File: config.mk
export PLATFORM = sky130hd
export DESIGN_NAME = utf8_stream_validate_decode
export DESIGN_NICKNAME = d
export VERILOG_FILES = /design/src/rtl/u8dec_pkg.sv /design/src/rtl/u8dec_step.sv /design/src/rtl/utf8_stream_validate_decode.sv
export SDC_FILE = /design/constraint.sdc
export NUM_CORES = 1
export LEC_CHECK = 0
export BUFFER_PORTS_ARGS = -buffer_cell sky130_fd_sc_hd__buf_2
export CORE_MARGIN = 1
export CORE_UTILIZATION = 40
export CTS_CLUSTER_DIAMETER = 30
export CTS_CLUSTER_SIZE = 10
export DETAILED_ROUTE_END_ITERATION = 12
export GPL_TIMING_DRIVEN = 1
export PLACE_DENSITY = 0.7
export SLEW_MARGIN = 20
export SYNTH_ARGS = -nofsm -noshare
export SYNTH_HDL_FRONTEND = slang
export SYNTH_SLANG_ARGS = --single-unit
export TNS_END_PERCENT = 10
File: constraint.sdc
create_clock -name i_clk -period 6.8 [get_ports i_clk]
set_clock_uncertainty 0.2 [all_clocks]
set_input_delay 2.04 -clock i_clk [delete_from_list [all_inputs] [get_ports i_clk]]
set_output_delay 2.04 -clock i_clk [all_outputs]
set_load 0.02 [all_outputs]
File: src/rtl/u8dec_pkg.sv
`default_nettype none
// ----------------------------------------------------------------------------
// u8dec_pkg
// Shared types and constants for the streaming UTF-8 validator and decoder.
// ----------------------------------------------------------------------------
package u8dec_pkg;

    localparam int CpWidth = 21;

    // Tag of a continuation byte, 10xxxxxx
    localparam logic [1:0] ContTag = 2'b10;

    // Decoder state carried from byte to byte
    typedef struct packed {
        logic [1:0]         pending;   // continuation bytes still expected
        logic [CpWidth-1:0] partial;   // code point bits gathered so far
        logic               clean;     // no error seen yet in this text
    } t_state;

    localparam t_state StateReset = '{pending: 2'd0, partial: '0, clean: 1'b1};

    // One result item
    typedef struct packed {
        logic [CpWidth-1:0] code_point;
        logic               char_ready;
        logic               bad_sequence;
        logic               text_done;
        logic               text_valid;
    } t_result;

endpackage : u8dec_pkg
`default_nettype wire

File: src/rtl/u8dec_step.sv
`default_nettype none
// ----------------------------------------------------------------------------
// u8dec_step
// Next-state and result logic for one byte of the UTF-8 stream.
// ----------------------------------------------------------------------------
module u8dec_step (
    input  wire u8dec_pkg::t_state  i_state,
    input  wire logic [7:0]         i_data_byte,
    input  wire logic               i_end_of_text,
    output u8dec_pkg::t_state       o_state,
    output u8dec_pkg::t_result      o_result,
    output logic                    o_has_result
);
    import u8dec_pkg::*;

    t_state             nxt;
    logic               ready;
    logic               bad;
    logic [CpWidth-1:0] cp;
    logic [CpWidth-1:0] cont_point;

    // Shift six payload bits of a continuation byte into the partial point
    assign cont_point = {i_state.partial[CpWidth-7:0], i_data_byte[5:0]};

    always_comb begin
        nxt   = i_state;
        ready = 1'b0;
        bad   = 1'b0;
        cp    = '0;

        if (i_state.pending == 2'd0) begin
            // Classify the lead byte
            case (i_data_byte) inside
                8'b0???????: begin
                    cp    = {{(CpWidth-8){1'b0}}, i_data_byte};
                    ready = 1'b1;
                end
                8'b110?????: begin
                    nxt.partial = {{(CpWidth-5){1'b0}}, i_data_byte[4:0]};
                    nxt.pending = 2'd1;
                end
                8'b1110????: begin
                    nxt.partial = {{(CpWidth-4){1'b0}}, i_data_byte[3:0]};
                    nxt.pending = 2'd2;
                end
                8'b11110???: begin
                    nxt.partial = {{(CpWidth-3){1'b0}}, i_data_byte[2:0]};
                    nxt.pending = 2'd3;
                end
                default: begin
                    bad = 1'b1;
                end
            endcase
        end else if (i_data_byte[7:6] == ContTag) begin
            // Gather a continuation byte; emit once the sequence closes
            nxt.partial = cont_point;
            nxt.pending = i_state.pending - 2'd1;
            if (i_state.pending == 2'd1) begin
                cp    = cont_point;
                ready = 1'b1;
            end
        end else begin
            bad = 1'b1;
        end

        // Drop the open sequence on an error
        if (bad) begin
            nxt.pending = 2'd0;
            nxt.partial = '0;
        end
        // Flag a text that ends inside a sequence
        if (i_end_of_text && (nxt.pending != 2'd0)) begin
            bad = 1'b1;
        end
        if (bad) begin
            nxt.clean = 1'b0;
        end

        o_result.code_point   = cp;
        o_result.char_ready   = ready;
        o_result.bad_sequence = bad;
        o_result.text_done    = i_end_of_text;
        o_result.text_valid   = i_end_of_text & nxt.clean;
        o_has_result          = ready | bad | i_end_of_text;

        // Start the next text from a clean state
        if (i_end_of_text) begin
            nxt = StateReset;
        end
        o_state = nxt;
    end

endmodule : u8dec_step
`default_nettype wire

File: src/rtl/utf8_stream_validate_decode.sv
`default_nettype none
// A result is registered and appears on the output in the cycle after the transfer.
// Throughput: one byte per cycle while the consumer does not stall; the state
// register closes a loop through the decode logic, and the output register holds
// a result while stalled. Bytes with no result clear valid, not the result fields.
// Reset (synchronous, active low) clears the decoder state and output valid.
// ----------------------------------------------------------------------------
// utf8_stream_validate_decode
// Streaming UTF-8 validator and decoder with per-text validity report.
// ----------------------------------------------------------------------------
module utf8_stream_validate_decode (
    input  wire logic                         i_clk,
    input  wire logic                         i_rst_n,
    input  wire logic                         i_valid,
    output logic                              o_stall,
    input  wire logic [7:0]                   i_data_byte,
    input  wire logic                         i_end_of_text,
    output logic                              o_valid,
    input  wire logic                         i_stall,
    output logic [u8dec_pkg::CpWidth-1:0]     o_code_point,
    output logic                              o_char_ready,
    output logic                              o_bad_sequence,
    output logic                              o_text_done,
    output logic                              o_text_valid
);
    import u8dec_pkg::*;

    t_state  r_state;
    t_state  n_state;
    t_result r_result;
    t_result n_result;
    logic    r_out_valid;
    logic    has_result;
    logic    in_xfer;
    logic    out_xfer;

    u8dec_step u_step (
        .i_state       (r_state),
        .i_data_byte   (i_data_byte),
        .i_end_of_text (i_end_of_text),
        .o_state       (n_state),
        .o_result      (n_result),
        .o_has_result  (has_result)
    );

    // Hold input while a result waits and the consumer stalls
    assign o_stall  = r_out_valid & i_stall;
    assign in_xfer  = i_valid & ~o_stall;
    assign out_xfer = r_out_valid & ~i_stall;

    // Advance decoder state on each input transfer
    always_ff @(posedge i_clk) begin
        if (!i_rst_n) begin
            r_state <= StateReset;
        end else if (in_xfer) begin
            r_state <= n_state;
        end
    end

    // Load the output register; hold it while stalled
    always_ff @(posedge i_clk) begin
        if (!i_rst_n) begin
            r_out_valid <= 1'b0;
        end else if (in_xfer) begin
            r_out_valid <= has_result;
        end else if (out_xfer) begin
            r_out_valid <= 1'b0;
        end
    end

    always_ff @(posedge i_clk) begin
        if (in_xfer && has_result) begin
            r_result <= n_result;
        end
    end

    assign o_valid        = r_out_valid;
    assign o_code_point   = r_result.code_point;
    assign o_char_ready   = r_result.char_ready;
    assign o_bad_sequence = r_result.bad_sequence;
    assign o_text_done    = r_result.text_done;
    assign o_text_valid   = r_result.text_valid;

    // A result is never both a character and an error
    a_ready_xor_bad : assert property (@(posedge i_clk) disable iff (!i_rst_n)
        r_out_valid |-> !(r_result.char_ready && r_result.bad_sequence))
        else $error("char_ready and bad_sequence both set");

    // Code point is zero unless a character is ready
    a_cp_zero : assert property (@(posedge i_clk) disable iff (!i_rst_n)
        (r_out_valid && !r_result.char_ready) |-> (r_result.code_point == '0))
        else $error("nonzero code point without char_ready");

    // Text validity is only reported at the end of a text
    a_valid_at_done : assert property (@(posedge i_clk) disable iff (!i_rst_n)
        (r_out_valid && r_result.text_valid) |-> r_result.text_done)
        else $error("text_valid without text_done");

    // State returns to clean, with a result valid, after the final byte of a text
    a_text_restart : assert property (@(posedge i_clk) disable iff (!i_rst_n)
        (in_xfer && i_end_of_text) |=>
            (r_state.pending == 2'd0 && r_state.clean && r_out_valid))
        else $error("state not restarted after end of text");

endmodule : utf8_stream_validate_decode
`default_nettype wire
==> flow_summary_export.csv <==
group,metric,value,unit
status,outcome,"finished, violations left",
status,violations,"design-rule violations",
grt,track_usage,14.75,%
placed_design,place_congestion,0.7818,
detailed_routing,routedWlPerCell,14.21,um
layout,final_nets,204,
critical_path,worstReg2RegStart,"r_state[22]",
critical_path,reg2reg_setup_slack,3.89,ns
synth,synth_flop_cell,"edfxtp_1",
detailed_routing,drt_iter0_drc,102,
synth,syn_inst,151,
critical_path,endpoint_kind,"primary output",
detailed_routing,drcViolationCount,6,
synth,synth_fa_ha_area_share,1.307,%
clocking,clk_latency,0.29,ns
clocking,cts.sinks,44,
critical_path,timing.rr.end,"o_code_point[10]",
layout,area_growth,14.12,%
critical_path,r2r_cells,7,
detailed_routing,dr.pass1.iters,9,
sta,tightestPinTransition,0.7104,ns
detailed_routing,vias,1328,
critical_path,critical-path-top-delay-family,"buffers and inverters",
synth,synth_area_leaders,"edfxtp_1 39%, dfxtp_1 20%, a22oi_1 3.9%",
pwr,p_total,511.8,uW
sta,slew_headroom,52.59,%
sta,rsz0062_at_grt,"false",
synth,ys_async_sr_fraction,0,%
critical_path,cp_slowest_cell,"buf_2",
floorplanning,die_h,71.18,um
pwr,p_seq_share,57.9,%
synth,ys_types,44,
critical_path,cp_cell_sequence,"buf_2 -> nand2_1 -> inv_1 -> buf_2",
clocking,cts-buffers-inserted,5,
clocking,cts-htree-levels,2,
pwr,ir_drop,0.07085,mV
placed_design,placed_cell_area,2103,sq um
grt,grt_pass1_wl,5637,um
clocking,cts_tree,"done",
pwr,p_comb_share,12.1,%
detailed_routing,routed_wl,3439,um
grt,antenna_found_initial,0,
synth,yosysSeqAreaShare,59.08,%
clocking,cts.repair.resized,0,
pwr,leakage,0.9151,nW
worst_hold_path,worstHoldPathCells,1,
layout,drive_gt1_share,32.63,%
floorplanning,ioPinCount,40,
sta,finalSetupViolations,0,
pwr,p_int,386.0,uW
floorplanning,die_w,71.18,um
critical_path,cp.arrival,2.41,ns
critical_path,crit_path_max_fanout,3,
layout,stdcell_count,242,
placed_design,dp_slack,2.149,ns
critical_path,worst_path_largest_cell_delay,0.15,ns
sta,whs,0.2909,ns
grt,grt_pass1_vias,1174,
sta,fin_ws,2.146,ns
synth,synthMuxAreaShare,0.5882,%
layout,layout_common_cells,"39 x buf_2, 25 x edfxtp_1, 19 x dfxtp_1",
synth,yosys.area_share.simple,17.91,%
synth,synth_area,1914,sq um
grt,grt_remaining_overflow,0,
synth,yosys_register_bits,44,
synth,synth_top_area_share,39.22,%
sta,fin_crit,4.654,ns
floorplanning,fp.coreArea,4474,sq um
layout,utilization,48.83,%
layout,stdcell_area,2185,sq um
layout,n_antenna_cell,0,
placed_design,portBuffers,39,
grt,grt_max_degree,26,
synth,avgSynthCellArea,12.68,sq um
flow_run,max_cap_viol_count,0,
critical_path,start_kind,"input pin",
sta,maxSlewViolCount,0,
synth,synth_compound_area_share,15.42,%
floorplanning,start_util,42.79,%
worst_hold_path,worstHoldEndpoint,"r_state[0]",
sta,fmax,214.9,MHz
worst_hold_path,worstHoldStart,"r_state[0]",
detailed_routing,antenna_left,0,
synth,synth_xor_area_share,0,%
floorplanning,floorplan.rows,24,
critical_path,cp_common_cell,"buf_2",
clocking,root_buffer,"clkbuf_8",
floorplanning,dieArea,5067,sq um
critical_path,cp_data_required_time,4.56,ns
clocking,cts_hold_buf,0,
clocking,clk_path_buf_depth,2,
clocking,path_clk_slew,0.08,ns
sta,hold_viol,0,
pwr,power_density,234.3,nW/um^2
sta,fin_setup_tns,0,ns
synth,synth_top_cell_by_area,"edfxtp_1",
placed_design,dp_hpwl,2428,um
synth,ys.warnings.count,0,
clocking,cts_setup_buffers,0,
critical_path,path_class,"in -> out",
layout,final_common_cell,"buf_2",
pwr,clockPowerShare,30.0,%
pwr,switching_share,24.59,%
pwr,p_sw,125.9,uW
detailed_routing,via_per_inst,5.488,
synth,synth-edff-count,25,
critical_path,crit_buf_inv,3,
synth,synth_top_family_by_area,"simple AND/OR/NAND/NOR gates",
placed_design,dp.cells,234,
synth,synth_nets,166,
sta,post-route-period-util,68.44,%
worst_hold_path,hold_path.class,"reg -> reg",
layout,fillerInstances,413,
## worst max-delay path by stage
stage / startpoint / to / cells past startpoint
finish: i_stall / o_stall / 4
global route: i_stall / o_stall / 4
CTS: i_stall / o_stall / 4
detailed placement: i_stall / o_stall / 4
global placement: i_stall / o_stall / 4
floorplan: i_data_byte[7] / o_bad_sequence / 5
## worst reg2reg max path: cells and delay by family, from the launching register on
kind | cells | cell delay [ns]
simple gates | 3 | 1.07
flops | 1 | 0.40
fa+ha+maj | 1 | 0.36
compound gates | 1 | 0.14
buf+inv | 2 | 0.41
## synth_stat cells (2+ instances only)
cell type	count
edfxtp_1	25
dfxtp_1	19
nor2_1	13
and3_1	11
a22oi_1	10
a32o_1	7
buf_6	5
inv_1	5
nand2_1	5
nor2b_1	5
and3_2	4
a21oi_1	3
clkbuf_1	3
and2b_1	2
ha_1	2
nor3_1	2
nor3b_4	2
o21ai_0	2
## layout make-up
cell class,instances,area (sq um),share of cell area [%]
tap,52,65.06,2.978
timing repair buffer,41,210.2,9.622
multi-input combinational,92,678.2,31.04
clock inverter,1,5.005,0.2291
inverter,5,18.77,0.8591
sequential,44,1131,51.78
clock buffer,7,76.32,3.494
## flip-flops by register name, indices dropped and copies added, names as in the netlist
register        flops
o_char_ready        1
o_text_done         1
o_code_point       21
o_bad_sequence      1
o_text_valid        1
r_state            18
o_valid             1
## logic make-up (layout without fill, tap and decap cells)
logic type,after synthesis,in the layout
buf+inv,15,54
simple gates,54,54
mux,1,1
flops,44,44
compound gates,35,35
fa+ha+maj,2,2
## power groups by stage
stage	clock [mW]	sequential, mW	combinational [mW]
after detailed placement	0	0.303	0.0621
after CTS	0.156	0.297	0.0622
final	0.153	0.297	0.0620
after global placement	0	0.303	0.0615
after floorplan	0	0.316	0.0308
after global routing	0.167	0.298	0.0674
## metal layers
layer / wire length, um / part of all wire (%) / track usage (%)
met5: 0 / 0 / 0
met4: 86 / 2.5 / 8.667
met3: 172 / 5.0 / 3.419
met2: 1554 / 45 / 22.86
met1: 1626 / 47 / 18.85
(Power assumes the default switching activity.)
